File: src/rtl/core/sgm_pkg.sv
// ----------------------------------------------------------------------------
// Sobel gradient magnitude - shared definitions
// Field widths, register indexes and the types passed between the stages.
// ----------------------------------------------------------------------------
package sgm_pkg;

    // Field widths
    localparam int PIX_W      = 8;
    localparam int GRAD_W     = 8;
    localparam int ROW_W      = 12;
    localparam int CCOL_W     = 10;
    localparam int H_W        = 13;
    localparam int IW_CFG_W   = 11;
    localparam int CFG_DATA_W = 13;
    localparam int CFG_IDX_W  = 1;

    // Size limits and reset values
    localparam int MAX_WIDTH_DEF     = 1024;
    localparam int MIN_DIM           = 3;
    localparam int HEIGHT_LIMIT      = 4096;
    localparam int IMAGE_WIDTH_RESET = 1024;
    localparam int IMAGE_HEIGHT_RST  = 768;
    localparam int QUEUE_DEPTH_DEF   = 4;

    // Register indexes
    localparam logic [CFG_IDX_W-1:0] REG_IMAGE_WIDTH  = 1'b0;
    localparam logic [CFG_IDX_W-1:0] REG_IMAGE_HEIGHT = 1'b1;

    // One 3x3 neighbourhood, indexed [row][col], plus its position
    typedef struct packed {
        logic [2:0][2:0][PIX_W-1:0] win;
        logic [ROW_W-1:0]           centre_row;
        logic [CCOL_W-1:0]          centre_col;
        logic                       last;
    } win_item_t;

    // Queue fill status seen by both sides
    typedef struct packed {
        logic empty;
        logic full;
        logic nearly_full;
    } q_stat_t;

endpackage

File: src/rtl/core/sgm_result_if.sv
// ----------------------------------------------------------------------------
// Sobel gradient magnitude - result stream interface
// Gradients, norm and centre position, valid/ready handshake.
// ----------------------------------------------------------------------------
interface sgm_result_if;
    import sgm_pkg::*;

    logic              valid;
    logic              ready;
    logic [GRAD_W-1:0] grad_x;
    logic [GRAD_W-1:0] grad_y;
    logic [GRAD_W-1:0] grad_norm;
    logic [ROW_W-1:0]  centre_row;
    logic [CCOL_W-1:0] centre_col;
    logic              last;

    modport source (output valid, output grad_x, output grad_y, output grad_norm,
                    output centre_row, output centre_col, output last, input ready);
    modport sink   (input valid, input grad_x, input grad_y, input grad_norm,
                    input centre_row, input centre_col, input last, output ready);
endinterface

File: src/rtl/core/sgm_back.sv
// ----------------------------------------------------------------------------
// Sobel gradient magnitude - back end
// Kernel responses, squared sum and a pipelined digit-by-digit square root,
// ending in the output register.
// ----------------------------------------------------------------------------
module sgm_back (
    input  logic               clk,
    input  logic               rst_n,
    input  sgm_pkg::win_item_t head,
    input  sgm_pkg::q_stat_t   stat,
    output logic               pop,
    sgm_result_if.source       results
);
    import sgm_pkg::*;

    localparam int ROOT_W    = GRAD_W + 1;
    localparam int SUM_W     = 2 * ROOT_W;
    localparam int REM_W     = ROOT_W + 1;
    localparam int KS_W      = PIX_W + 2;
    localparam int SQ_STEPS  = 3;
    localparam int SQ_STAGES = ROOT_W / SQ_STEPS;

    typedef struct packed {
        logic [GRAD_W-1:0] gx;
        logic [GRAD_W-1:0] gy;
        logic [ROW_W-1:0]  centre_row;
        logic [CCOL_W-1:0] centre_col;
        logic              last;
    } meta_t;

    typedef struct packed {
        logic [SUM_W-1:0]  rad;
        logic [REM_W-1:0]  rem;
        logic [ROOT_W-1:0] root;
    } sq_state_t;

    // One root digit: bring down two radicand bits and try a one
    function automatic sq_state_t sqrt_step(input sq_state_t s);
        logic [REM_W+1:0] acc;
        logic [REM_W+1:0] trial;
        sq_state_t        n;
        acc   = {s.rem, s.rad[SUM_W-1 -: 2]};
        trial = (REM_W + 2)'({s.root, 2'b01});
        n.rad = {s.rad[SUM_W-3:0], 2'b00};
        if (acc >= trial)
        begin
            n.rem  = REM_W'(acc - trial);
            n.root = {s.root[ROOT_W-2:0], 1'b1};
        end
        else
        begin
            n.rem  = REM_W'(acc);
            n.root = {s.root[ROOT_W-2:0], 1'b0};
        end
        return n;
    endfunction

    // Absolute difference of two kernel halves, quartered
    function automatic logic [GRAD_W-1:0] abs_quarter(input logic [KS_W-1:0] a,
                                                      input logic [KS_W-1:0] b);
        logic [KS_W-1:0] d;
        d = (a >= b) ? (a - b) : (b - a);
        return d[KS_W-1:2];
    endfunction

    logic advance;

    logic [KS_W-1:0] xp, xn, yp, yn;
    meta_t           g_next;

    logic        g_valid_reg;
    meta_t       g_meta_reg;
    logic        q_valid_reg;
    meta_t       q_meta_reg;
    logic [SUM_W-1:0] q_sum_reg;
    logic [2*GRAD_W-1:0] sqx, sqy;

    logic        s_valid_reg [SQ_STAGES];
    meta_t       s_meta_reg  [SQ_STAGES];
    sq_state_t   s_state_reg [SQ_STAGES];
    sq_state_t   s_in        [SQ_STAGES];
    sq_state_t   s_next      [SQ_STAGES];

    logic              out_valid_reg;
    meta_t             out_meta_reg;
    logic [GRAD_W-1:0] out_norm_reg;
    logic [ROOT_W-1:0] root_fin;

    // Move the whole pipeline while the output register can take a result
    assign advance = !out_valid_reg || results.ready;
    assign pop     = advance && !stat.empty;

    // Kernel halves of the horizontal and vertical responses
    always_comb
    begin
        xp = KS_W'(head.win[0][2]) + {1'b0, head.win[1][2], 1'b0} + KS_W'(head.win[2][2]);
        xn = KS_W'(head.win[0][0]) + {1'b0, head.win[1][0], 1'b0} + KS_W'(head.win[2][0]);
        yp = KS_W'(head.win[2][0]) + {1'b0, head.win[2][1], 1'b0} + KS_W'(head.win[2][2]);
        yn = KS_W'(head.win[0][0]) + {1'b0, head.win[0][1], 1'b0} + KS_W'(head.win[0][2]);
        g_next.gx         = abs_quarter(xp, xn);
        g_next.gy         = abs_quarter(yp, yn);
        g_next.centre_row = head.centre_row;
        g_next.centre_col = head.centre_col;
        g_next.last       = head.last;
    end

    // Squares of the two responses
    assign sqx = g_meta_reg.gx * g_meta_reg.gx;
    assign sqy = g_meta_reg.gy * g_meta_reg.gy;

    // Root digits, a few per stage
    always_comb
    begin
        s_in[0].rad  = q_sum_reg;
        s_in[0].rem  = '0;
        s_in[0].root = '0;
        for (int s = 1; s < SQ_STAGES; s++)
        begin
            s_in[s] = s_state_reg[s-1];
        end
        for (int s = 0; s < SQ_STAGES; s++)
        begin
            s_next[s] = s_in[s];
            for (int k = 0; k < SQ_STEPS; k++)
            begin
                s_next[s] = sqrt_step(s_next[s]);
            end
        end
    end

    // Root from the last square-root stage, saturated to a byte in the output register
    assign root_fin = s_state_reg[SQ_STAGES-1].root;

    // Stage valids
    always_ff @(posedge clk or negedge rst_n)
    begin
        if (!rst_n)
        begin
            g_valid_reg   <= 1'b0;
            q_valid_reg   <= 1'b0;
            out_valid_reg <= 1'b0;
            for (int s = 0; s < SQ_STAGES; s++)
            begin
                s_valid_reg[s] <= 1'b0;
            end
        end
        else if (advance)
        begin
            g_valid_reg    <= pop;
            q_valid_reg    <= g_valid_reg;
            s_valid_reg[0] <= q_valid_reg;
            for (int s = 1; s < SQ_STAGES; s++)
            begin
                s_valid_reg[s] <= s_valid_reg[s-1];
            end
            out_valid_reg <= s_valid_reg[SQ_STAGES-1];
        end
    end

    // Stage payloads
    always_ff @(posedge clk)
    begin
        if (advance)
        begin
            g_meta_reg     <= g_next;
            q_meta_reg     <= g_meta_reg;
            q_sum_reg      <= SUM_W'(sqx) + SUM_W'(sqy);
            s_meta_reg[0]  <= q_meta_reg;
            s_state_reg[0] <= s_next[0];
            for (int s = 1; s < SQ_STAGES; s++)
            begin
                s_meta_reg[s]  <= s_meta_reg[s-1];
                s_state_reg[s] <= s_next[s];
            end
            out_meta_reg <= s_meta_reg[SQ_STAGES-1];
            out_norm_reg <= (|root_fin[ROOT_W-1:GRAD_W]) ? {GRAD_W{1'b1}}
                                                         : root_fin[GRAD_W-1:0];
        end
    end

    // Drive the result channel from the output register
    assign results.valid      = out_valid_reg;
    assign results.grad_x     = out_meta_reg.gx;
    assign results.grad_y     = out_meta_reg.gy;
    assign results.grad_norm  = out_norm_reg;
    assign results.centre_row = out_meta_reg.centre_row;
    assign results.centre_col = out_meta_reg.centre_col;
    assign results.last       = out_meta_reg.last;

endmodule

File: src/flat_wrapper.sv
// flat-port wrapper written by rule: the top's interface ports become plain ports
module sgm_back_flat import sgm_pkg::*;
  (clk, rst_n, head, stat, pop, results_valid, results_grad_x, results_grad_y, results_grad_norm, results_centre_row, results_centre_col, results_last, results_ready);
  sgm_result_if results_i ();
  input  logic clk;
  input  logic rst_n;
  input  sgm_pkg::win_item_t head;
  input  sgm_pkg::q_stat_t stat;
  output logic pop;
  output wire logic [$bits(results_i.valid)-1:0] results_valid;
  output wire logic [$bits(results_i.grad_x)-1:0] results_grad_x;
  output wire logic [$bits(results_i.grad_y)-1:0] results_grad_y;
  output wire logic [$bits(results_i.grad_norm)-1:0] results_grad_norm;
  output wire logic [$bits(results_i.centre_row)-1:0] results_centre_row;
  output wire logic [$bits(results_i.centre_col)-1:0] results_centre_col;
  output wire logic [$bits(results_i.last)-1:0] results_last;
  input wire logic [$bits(results_i.ready)-1:0] results_ready;
  assign results_valid = results_i.valid;
  assign results_grad_x = results_i.grad_x;
  assign results_grad_y = results_i.grad_y;
  assign results_grad_norm = results_i.grad_norm;
  assign results_centre_row = results_i.centre_row;
  assign results_centre_col = results_i.centre_col;
  assign results_last = results_i.last;
  assign results_i.ready = results_ready;
  sgm_back u_core (.clk(clk), .rst_n(rst_n), .head(head), .stat(stat), .pop(pop), .results(results_i));
endmodule
File: config.mk
export PLATFORM = sky130hd
export DESIGN_NAME = sgm_back_flat
export DESIGN_NICKNAME = d
export VERILOG_FILES = /design/src/rtl/core/sgm_pkg.sv /design/src/rtl/core/sgm_result_if.sv /design/src/rtl/core/sgm_back.sv /design/src/flat_wrapper.sv
export SDC_FILE = /design/constraint.sdc
export NUM_CORES = 1
export LEC_CHECK = 0
export BUFFER_PORTS_ARGS = -buffer_cell sky130_fd_sc_hd__clkbuf_2
export CAP_MARGIN = 0
export CORE_ASPECT_RATIO = 1.4
export CORE_MARGIN = 4
export CORE_UTILIZATION = 35
export CTS_CLUSTER_DIAMETER = 50
export CTS_CLUSTER_SIZE = 10
export DETAILED_ROUTE_END_ITERATION = 6
export GPL_ROUTABILITY_DRIVEN = 0
export PLACE_DENSITY_LB_ADDON = 0.08
export SLEW_MARGIN = 30
export SYNTH_ARGS = -nofsm -noshare
export SYNTH_HDL_FRONTEND = slang
export SYNTH_SLANG_ARGS = --single-unit
File: constraint.sdc
create_clock -name clk -period 12.22 [get_ports clk]
set_clock_uncertainty 0.1 [all_clocks]
set_input_delay 2.444 -clock clk [delete_from_list [all_inputs] [get_ports clk]]
set_output_delay 2.444 -clock clk [all_outputs]
set_load 0.1 [all_outputs]
Word level (Yosys, flattened, before mapping)
Memory sizes are Yosys's and may differ from the RTL's. A register that Yosys moved wholly into a read port is not among the register bits.
Cells that the tools add are included.
Storage, ports and cells
  register bits after elaboration: 110
  memory bits (writable): 210
  output and inout bits: 49
  word-level logic and storage cells: 72
  memories: 2
Memories
  u_core.s_meta_reg: depth 3, width 39, rd ports 3, clocked after memory_dff 1, write ports 3, RTL line sgm_back.sv:79  | meta_t s_meta_reg [SQ_STAGES];
  u_core.s_state_reg: depth 3, width 31, rd ports 3, clocked after memory_dff 0, write ports 3, RTL line sgm_back.sv:80  | sq_state_t s_state_reg [SQ_STAGES];
Cells by class
  $add $sub $neg: 22
  multiply operators: 2
  $lt $le $gt $ge: 11
  multiplexer cells: 13
  reductions and logical operators: 4
Operators by type and width (count)
  two-way mux 19 bit: 9
  subtractor 10 bit: 12
  >= comparator 12 x 11 -> 1 bit: 8
  adder 10 x 8 -> 10 bit: 4
  adder 8 x 9 -> 10 bit: 4
  multiplier 8 x 8 -> 16 bit: 2
  >= comparator 10 bit: 2
  two-way mux 10 bit: 2
  adder 16 x 16 -> 17 bit: 1
  subtractor 2 x 1 -> 3 bit, second input constant: 1
  >= comparator 2 x 1 -> 1 bit, second input constant: 1
  logical NOT 1 bit: 2
  two-way mux 1 bit: 2
  logical AND 1 bit: 1
  logical OR 1 bit: 1

Logic depth before layout (Yosys ltp)
Gate-level depths: netlist of the first run.
An unclocked memory read counts as a cell.
  depth in word-level cells: 7
  mapped depth: 28

Least setup slack after synthesis of the first run
No wires, ideal clock.
  path kind: in2reg
  start: input port results_ready
  end: register u_core.g_meta_reg[0] (netlist name), enable pin
  setup time: 0.668 ns
  arrival time: 8.678 ns
  required time: 11.452 ns
  setup slack: 2.774 ns
  cell stages on the path: 2
  path buffers: 0
  cell sequence: nor2b_1 -> inv_1
Between the ends
  longest elaborated chain between the ends: 1
Ends and longest elaborated chain
  start, declared: RTL line flat_wrapper.sv:17  | input wire logic [$bits(results_i.ready)-1:0] results_ready;
  logical OR 1 bit: RTL line sgm_back.sv:90  | assign advance = !out_valid_reg || results.ready;
  end signal, assigned: RTL line sgm_back.sv:165  | g_meta_reg <= g_next;
  end, declared: RTL line sgm_back.sv:72  | meta_t g_meta_reg;
Every way passes these cells.
A chain may end at the register's enable or synchronous reset.

==> run_results.csv, run 1 <==
group,metric,value,unit
clock_tree,cts_sinks,321,
route,post_drt_wl_per_cell,15.42,um
route,drtPass1Iterations,5,
finish,largest_reg_flops,117,
grt,grt_pass1_wl,59820,um
worst_setup_path,crit_required,12.41,ns
worst_setup_path,rr_worst_depth,22,
worst_setup_path,crit_fanout,10,
route,wirelength,36960,um
synthesis,ys_warn_count,0,
die,die_h,284.6,um
grt,grt_start_max_net_pins,101,
route,detail-route-antenna-nets,0,
sta,setup_viol,0,
clock_tree,cts-root-buf,"clkbuf_16",
clock_tree,cts_setup_buffers,0,
grt,overflow,0,
die,dieArea,58500,um^2
finish,antenna_cells,0,
worst_setup_path,r2r_end,"u_core.q_sum_reg[16]",
sta,fin_crit_sh,54.13,%
worst_setup_path,crit_path_end_kind,"flip-flop",
min_path,min_from,"u_core.q_sum_reg[3]",
worst_setup_path,rr_startpoint,"u_core.g_meta_reg[37]",
route,vias,11220,
worst_setup_path,path_cells,"clkbuf_2 > fa_1 > ha_1 > fa_1 > a21o_1 > a21oi_1 > o21bai_1 > a21oi_1 > xnor2_1 > ha_1 > a311oi_1 > nand2_1 > o22ai_2 > mux2i_1 > a31oi_1 > o22ai_1 > xor2_1",
worst_setup_path,cp_slowest_cell,"fa_1",
sta,timing.final.max_slew_violations,0,
clock_tree,clock_path_buffers,3,
die,die_x,205.6,um
synthesis,yosysSeqAreaShare,50.24,%
worst_setup_path,rrSetupSlack,5.64,ns
grt,grt_usage,12.72,%
clock_tree,cts.clk_slew.worst_paths,0.05,ns
synthesis,syn-cell-area,19130,um^2
finish,nets,2044,
worst_setup_path,slowest_delay,0.54,ns
sta,finalHoldViolations,0,
placed_design,io_buffers,139,
clock_tree,cts_tree,"done",
placed_design,dp_cells,2328,
synthesis,ys_seq_elements,321,
sta,worst_pin_slew,0.7928,ns
die,num_io_pins,150,
worst_setup_path,crit_arrival,6.80,ns
die,initial_core_util,35.28,%
die,rows,101,
grt,grt_pass1_vias,11900,
sta,finalCriticalPeriod,6.615,ns
route,vias_per_cell,4.682,
clock_tree,post_cts_resized,0,
synthesis,async_flop_share,1.869,%
run_status,status,"completed",
route,drt_iter0_markers,377,
finish,area_growth,15.02,%
synthesis,syn-instance-count,1483,
clock_tree,postCtsHoldBufs,0,
sta,clock.fmax,151.2,MHz
worst_setup_path,path_class,"in -> reg",
clock_tree,cts_buffers,44,
finish,drive_gt1_share,14.50,%
synthesis,syn_avg_cell_area,12.90,um^2
sta,slew_headroom,47.04,%
min_path,min_to,"u_core.s_state_reg[0][22]",
worst_setup_path,worstPathBufferInverterCount,1,
worst_setup_path,startpoint_type,"primary input",
synthesis,yosys.cell_types.count,71,
min_path,hold_path_class,"reg -> reg",
worst_setup_path,path_delay_family,"compound AO/OA/AOI/OAI gates",
grt,antenna_found_initial,0,
sta,finalSetupTns,0,ns
route,drcViolationCount,0,
sta,rsz0062_at_grt,"no",
finish,fin_cells,2397,
die,core-area,54210,um^2
min_path,worstHoldPathCells,0,
synthesis,synth-main-ff-cell,"edfxtp_1",
synthesis,synth_fp_nets,1874,
clock_tree,clock_latency,0.57,ns
clock_tree,htree_levels,2,
synthesis,synth_edf_count,315,
placed_design,dpl.hpwl,28550,um
flow_run,cap_violations,0,
-- routing by layer --
metal / routed length (um) / global-route usage [%] / vias up
met1: 14520 / 13.84 / 5386
met2: 19880 / 24.17 / 197
met4: 1348 / 5.144 / 0
met3: 1211 / 2.054 / 76
met5: 0 / 0 / -
li1: - / - / 5563
-- final cells by class --
cell class              count  area (um^2)
fillers                  5117        32210
flip-flops and latches    321         9609
clock buffers              51         1127
well taps                 721        902.1
inverters                 199        760.7
multi-input cells         945         8705
repair buffers            142        725.7
clock inverters            18        168.9
-- layout by cell type (no fill, tap or decap), types with 5 or more instances in the layout --
| cell type | synthesis | final |
|---|---|---|
| o21bai_1 | 21 | 21 |
| clkbuf_2 | 0 | 139 |
| clkinv_2 | 1 | 6 |
| o211ai_1 | 7 | 7 |
| dfrtp_1 | 6 | 6 |
| a21oi_1 | 90 | 90 |
| clkbuf_1 | 17 | 7 |
| a211oi_1 | 8 | 8 |
| mux2i_1 | 19 | 19 |
| or2_2 | 11 | 11 |
| a21o_1 | 34 | 34 |
| fa_1 | 108 | 108 |
| clkbuf_16 | 0 | 44 |
| edfxtp_1 | 315 | 315 |
| a31oi_1 | 5 | 5 |
| xor2_1 | 26 | 26 |
| nand2b_1 | 15 | 15 |
| o21a_1 | 11 | 11 |
| nand3_1 | 10 | 10 |
| and2_1 | 37 | 37 |
| inv_1 | 197 | 196 |
| o21ai_0 | 40 | 40 |
| nand2_1 | 67 | 67 |
| mux2_2 | 7 | 7 |
| nor2b_1 | 18 | 18 |
| xnor2_1 | 67 | 67 |
| nor3_1 | 18 | 18 |
| ha_1 | 182 | 182 |
| nor2_1 | 61 | 61 |
| and3_1 | 7 | 7 |
-- worst max-delay path by stage --
stage	slack [ns]	cells past startpoint	from	to
6_report	5.61	17	head[24]	u_core.g_meta_reg[38]
5_1_grt	5.24	19	head[40]	u_core.g_meta_reg[38]
4_1_cts	5.23	17	head[24]	u_core.g_meta_reg[38]
3_5_place_dp	4.63	17	head[24]	u_core.g_meta_reg[38]
3_3_place_gp	4.71	17	head[24]	u_core.g_meta_reg[38]
2_1_floorplan	2.77	2	results_ready	u_core.g_meta_reg[0]
-- kinds of logic (layout without fill, tap and decap cells) --
logic type / after synthesis / count (layout) / share of synthesized area [%]
multiplexers: 30 / 30 / 1.721
AO/OA/AOI/OAI: 259 / 259 / 8.825
adder cells (fa/ha/maj): 290 / 290 / 23.21
buffers and inverters: 217 / 410 / 4.298
XOR/XNOR: 94 / 94 / 4.403
AND/OR/NAND/NOR: 272 / 272 / 7.301
flip-flops: 321 / 321 / 50.24
-- through the flow --
step / setup WS (ns) / utilization [%] / hold slack, ns / cell area, um^2
6_report: 5.605 / 40.58 / 0.2926 / 22000
5_1_grt: 5.239 / 40.58 / 0.3055 / 22000
4_1_cts: 5.226 / 40.56 / 0.2938 / 21990
3_5_place_dp: 4.631 / 38.17 / 0.3045 / 20690
3_3_place_gp: 4.710 / 38.15 / 0.3003 / 20680
2_1_floorplan: 2.774 / - / 0.3003 / 19130
-- cells in the mapped netlist (3+ instances only) --
master     count  area share [%]
edfxtp_1     315              49
inv_1        197             3.9
ha_1         182              12
fa_1         108              11
a21oi_1       90             2.4
nand2_1       67             1.3
xnor2_1       67             3.1
nor2_1        61             1.2
o21ai_0       40             1.0
and2_1        37             1.2
a21o_1        34             1.3
xor2_1        26             1.2
o21bai_1      21            0.82
mux2i_1       19            0.99
nor2b_1       18            0.59
nor3_1        18            0.47
clkbuf_1      17            0.33
nand2b_1      15            0.49
o21a_1        11            0.43
or2_2         11            0.36
nand3_1       10            0.26
a211oi_1       8            0.31
and3_1         7            0.23
mux2_2         7            0.41
o211ai_1       7            0.27
dfrtp_1        6            0.79
a31oi_1        5            0.16
mux2_4         4            0.31
nand4_1        4            0.13
nor4_1         4            0.13
o31ai_1        4            0.16
nand3b_1       3            0.12
nor3b_1        3            0.12
o2111ai_1      3            0.14
o211a_1        3            0.16
o31a_1         3            0.14
or4_1          3            0.12
-- worst reg2reg max path, delay by kind of cell (launching register included) --
family,cells,cell delay (ns)
adders and majority gates,7,3.34
AOI/OAI and AO/OA,6,1.29
and+or+nand+nor,3,0.74
DFF,1,0.60
buffers and inverters,6,0.37
Power of run 1 is not shown: default switching activity piles up to over one toggle a cycle in this logic, so the estimate is an artifact.
==> run 2, diff against run 1 <==
clock period = 5.8 ns   (was 12.22 ns; I/O delays follow)
==> run 2 against run 1 <==
  * The flow now finishes with violations (negative setup slack)
  * Utilization increased by 2.2 points
  * Count of clock-buffer cells in the layout decreased by 1
  * Global-route usage increased by 0.35 points
  * Wire length increased by 2.6%
  * Sequential share of layout area decreased by 2.2 points
  * Critical endpoint is now u_core.q_sum_reg[16]
  * Highest routed layer unchanged
  * Non-clock buffer count increased by 122
  * Critical path depth increased by 5
  * Register-to-register slack got worse by 5.9 ns
  * Worst hold slack improved by 0.013 ns
==> run_results.csv, run 2 (same netlist as run 1, synthesis figures left out) <==
group,metric,value,unit
grt,overflow,0,
sta,worst_pin_slew,0.8103,ns
run_status,status,"finished with violations",
run_status,violations,"negative setup slack",
route,drcViolationCount,0,
sta,finalSetupTns,-0.2280,ns
route,vias_per_cell,4.637,
die,die_x,205.6,um
finish,antenna_cells,0,
clock_tree,clock_latency,0.57,ns
finish,final_common_cell,"edfxtp_1",
flow_run,cap_violations,0,
placed_design,dpl.hpwl,29900,um
finish,nets,2164,
sta,timing.final.max_slew_violations,0,
die,die_h,284.6,um
route,detail-route-antenna-nets,0,
sta,finalHoldViolations,0,
clock_tree,cts.clk_slew.worst_paths,0.05,ns
sta,fin_ws,-0.2280,ns
min_path,hold_path_class,"in -> async",
finish,final_cell_mix,"315 x edfxtp_1, 188 x inv_1, 177 x ha_1",
worst_setup_path,crit_arrival,6.32,ns
grt,antenna_found_initial,0,
finish,regArea,9609,um^2
route,wirelength,37920,um
sta,fin_crit_sh,103.9,%
sta,rsz0062_at_grt,"yes",
worst_setup_path,startpoint_type,"flip-flop",
grt,grt_start_max_net_pins,98,
route,drt_iter0_markers,376,
grt,grt_pass1_vias,12380,
finish,multiInputGateArea,8931,um^2
grt,grt_pass1_wl,61960,um
placed_design,io_buffers,139,
clock_tree,cts-root-buf,"clkbuf_16",
sta,slew_headroom,45.27,%
clock_tree,htree_levels,2,
finish,area_growth,21.17,%
sta,finalCriticalPeriod,6.028,ns
grt,grt_usage,13.08,%
clock_tree,postCtsHoldBufs,0,
sta,setup_viol,1,
route,post_drt_wl_per_cell,15.09,um
clock_tree,clock_path_buffers,3,
clock_tree,cts_buffers,42,
worst_setup_path,crit_path_end_kind,"flip-flop",
worst_setup_path,crit_required,6.09,ns
die,rows,101,
worst_setup_path,crit_fanout,2,
route,drtPass1Iterations,5,
finish,fill_cells,5080,
worst_setup_path,path_class,"reg -> reg",
die,dieArea,58500,um^2
clock_tree,cts_tree,"done",
clock_tree,cts_sinks,321,
finish,drive_gt1_share,22.27,%
die,num_io_pins,150,
sta,clock.fmax,165.9,MHz
finish,largest_reg_flops,117,
die,core-area,54210,um^2
die,initial_core_util,35.28,%
route,vias,11650,
==> run 2: area by class of cell <==
cell class	instances	share of cell area [%]
Clock inverter	13	0.9070
Tap cell	721	3.893
Inverter	199	3.277
Sequential cell	321	41.46
Multi-Input combinational cell	945	38.54
Timing Repair Buffer	264	7.170
Clock buffer	50	4.751
==> run 2: per-stage QoR <==
stage	util [%]	std cells	area (um^2)	setup slack (ns)	hold WS (ns)
4_1_cts	42.34	2507	22950	-0.3056	0.2744
5_1_grt	42.75	2513	23170	-0.4568	0.2888
6_report	42.75	2513	23170	-0.2280	0.3057
3_3_place_gp	39.67	2435	21510	-0.3315	0.3007
3_5_place_dp	39.67	2435	21510	-0.3905	0.3045
2_1_floorplan	-	1483	19140	-0.8137	0.3003
==> run 2: path summary, 6_finish.rpt <==
check / startpoint / endpoint / slack, ns / cells past startpoint
setup reg to reg: u_core.g_meta_reg[32] / u_core.q_sum_reg[16] / -0.23 / 22
hold / removal: rst_n / u_core.results.valid / 0.31 / 1
max in group asynchronous: rst_n / u_core.s_valid_reg[2] / 5.14 / 1
min in group clk: u_core.s_meta_reg[0][24] / u_core.s_meta_reg[1][24] / 0.31 / 0
setup / recovery: u_core.g_meta_reg[32] / u_core.q_sum_reg[16] / -0.23 / 22
hold reg to reg: u_core.s_meta_reg[0][24] / u_core.s_meta_reg[1][24] / 0.31 / 0
==> run 2: what timing repair did <==
action / CTS / global route
pin swaps: 15 / 20
gates resized for setup: 15 / 40
setup buffers: 9 / 7
setup endpoints to repair: 3 / 16
==> run 2: routing by layer <==
layer | share of wire, % | up-vias | track usage, %
met2 | 55 | 187 | 25.23
met4 | 3.4 | 0 | 5.060
li1 | - | 5784 | -
met3 | 2.9 | 69 | 1.974
met1 | 38 | 5613 | 14.07
met5 | 0 | - | 0
==> run 2: worst max-delay path, stage by stage (launching register included) <==
cell      delay, ns
edfxtp_1       0.38
nand2_2        0.08
buf_4          0.13
buf_4          0.12
fa_1           0.46
fa_1           0.51
inv_2          0.04
fa_1           0.46
fa_1           0.50
inv_2          0.04
fa_1           0.53
inv_1          0.05
fa_1           0.51
ha_4           0.22
inv_4          0.06
o21bai_4       0.07
a21oi_2        0.16
nor2b_1        0.07
o21a_1         0.18
o31a_1         0.27
or4_4          0.44
a2111o_1       0.38
o211ai_1       0.11
Power of run 2 is left out for the same reason.
==> run 3, diff against run 2 <==
CORE_UTILIZATION = 43   (was 35)
PLACE_DENSITY_LB_ADDON = not set   (was 0.08)
==> run 3 against run 2 <==
  * The flow still finishes with violations (negative setup slack)
  * Die area down 18%
  * Global-route usage rose by 1.6 points
  * Register-to-register slack barely moved
  * Count of clock-buffer cells in the layout is 10 higher
  * Worst setup slack worse by 0.013 ns
  * Final cell count is 7.5% lower
==> run_results.csv, run 3 (same netlist as run 1, synthesis figures left out) <==
group,metric,value,unit
run_status,status,"finished with violations",
run_status,violations,"negative setup slack",
clock_tree,cts_tree,"done",
die,dieArea,47960,um^2
clock_tree,cts_buffers,40,
clock_tree,clock_path_buffers,3,
route,drcViolationCount,0,
worst_setup_path,setup.worst_path.end,"u_core.q_sum_reg[16]",
route,detail-route-antenna-nets,0,
route,vias_per_cell,4.983,
die,rows,91,
sta,finalCriticalPeriod,6.041,ns
grt,grt_start_max_net_pins,179,
sta,finalHoldViolations,0,
sta,fin_ws,-0.2407,ns
finish,antenna_cells,0,
clock_tree,postCtsHoldBufs,0,
finish,nets,2133,
die,num_io_pins,150,
placed_design,io_buffers,139,
grt,overflow,0,
worst_setup_path,path_class,"reg -> reg",
finish,largest_reg_flops,117,
worst_setup_path,crit_top_cell,"fa_1",
worst_setup_path,crit_required,6.07,ns
worst_setup_path,rr_worst_depth,22,
clock_tree,cts.clk_slew.worst_paths,0.06,ns
finish,fin_cells,2325,
finish,regArea,9609,um^2
flow_run,cap_violations,0,
min_path,hold_path_class,"reg -> reg",
route,drtPass1Iterations,6,
finish,fill_cells,3810,
placed_design,pre_cts_slack,-0.3577,ns
sta,rsz0062_at_grt,"yes",
finish,final_common_cell,"edfxtp_1",
finish,multiInputGateArea,8815,um^2
sta,timing.final.max_slew_violations,0,
grt,antenna_found_initial,0,
route,post_drt_wl_per_cell,15.05,um
finish,area_growth,17.77,%
grt,grt_pass1_wl,57400,um
placed_design,dpl.hpwl,27350,um
worst_setup_path,rr_startpoint,"u_core.g_meta_reg[37]",
worst_setup_path,slowest_delay,0.57,ns
placed_design,dp_cells,2251,
finish,final_util,51.12,%
worst_setup_path,cp-startpoint,"u_core.g_meta_reg[37]",
sta,setup_viol,2,
worst_setup_path,r2r_end,"u_core.q_sum_reg[16]",
sta,worst_pin_slew,0.9415,ns
die,core-area,44060,um^2
die,die_h,257.5,um
sta,clock.fmax,165.5,MHz
grt,grt_usage,14.65,%
finish,final_cell_mix,"315 x edfxtp_1, 189 x inv_1, 179 x ha_1",
worst_setup_path,path_cells,"nand2_2 > inv_2 > fa_1 > inv_2 > fa_1 > inv_1 > fa_1 > fa_1 > inv_2 > fa_1 > inv_2 > fa_1 > ha_4 > inv_2 > o21bai_1 > a21oi_2 > nor2b_1 > o21a_1 > o31a_1 > or4_4 > a2111o_1 > o211ai_1",
clock_tree,htree_levels,2,
die,initial_core_util,43.41,%
worst_setup_path,rrSetupSlack,-0.24,ns
grt,grt_pass1_vias,12300,
clock_tree,cts_sinks,321,
worst_setup_path,startpoint_type,"flip-flop",
die,die_x,186.2,um
worst_setup_path,crit_arrival,6.31,ns
route,vias,11590,
sta,slew_headroom,37.23,%
clock_tree,clock_latency,0.53,ns
route,wirelength,34980,um
route,drt_iter0_markers,578,
clock_tree,cts-root-buf,"clkbuf_16",
sta,fin_crit_sh,104.2,%
worst_setup_path,crit_fanout,2,
worst_setup_path,crit_path_end_kind,"flip-flop",
finish,drive_gt1_share,20.09,%
worst_setup_path,cp_slowest_cell,"fa_1",
run 3: cell types whose count changed in the layout (fill, tap and decap cells not counted), sizes merged:
cell / delta
buf: -29
bufinv: -2
clkbuf: +10
clkinv: -4
clkinvlp: +1
inv: -1
run 3: through the flow:
stage | area [um^2] | hold slack, ns | setup TNS, ns
after floorplan | 19140 | 0.3003 | -257.40
after global placement | 21150 | 0.3004 | -0.6002
after detailed placement | 21150 | 0.3045 | -0.7425
after CTS | 22420 | 0.3053 | -0.6605
after global routing | 22530 | 0.3135 | -1.189
final | 22530 | 0.3058 | -0.3897
run 3: worst min path at each step:
stage                                   startpoint                       end  slack (ns)  cells after the start
after floorplan               u_core.g_meta_reg[0]      u_core.q_meta_reg[0]        0.30                      0
after global placement    u_core.s_meta_reg[0][18]  u_core.s_meta_reg[1][18]        0.30                      0
after detailed placement     u_core.g_meta_reg[21]     u_core.q_meta_reg[21]        0.30                      0
after CTS                 u_core.s_meta_reg[0][23]  u_core.s_meta_reg[1][23]        0.31                      0
after global routing      u_core.s_meta_reg[0][23]  u_core.s_meta_reg[1][23]        0.31                      0
final                        u_core.q_meta_reg[24]  u_core.s_meta_reg[0][24]        0.31                      0
run 3: repair_timing:
item,CTS,global route
pin swaps,5,15
gates cloned,0,0
setup buffers,4,3
gates resized for setup,9,25
endpoints found under the setup margin,4,15
run 3: area by class of cell:
| cell class | instances | share of cell area (%) |
|---|---|---|
| Clock buffer | 60 | 4.916 |
| Clock inverter | 7 | 0.4721 |
| Inverter | 199 | 3.361 |
| Multi-Input combinational cell | 945 | 39.13 |
| Sequential cell | 321 | 42.66 |
| Tap cell | 558 | 3.099 |
| Timing Repair Buffer | 235 | 6.360 |
run 3: worst max-delay path, delay by kind of cell (launching register included):
kind | cells | cell delay (ns)
buf+inv | 6 | 0.26
simple gates | 3 | 0.59
compound gates | 6 | 1.13
flops | 1 | 0.43
fa+ha+maj | 7 | 3.37
run 3: routing by layer:
metal,track usage (%),vias up,share of wire (%)
met1,15.10,5562,37
met4,5.832,0,4.0
li1,-,5723,-
met5,0,-,0
met2,28.97,221,56
met3,1.987,79,3.1
Power of run 3 is left out for the same reason.
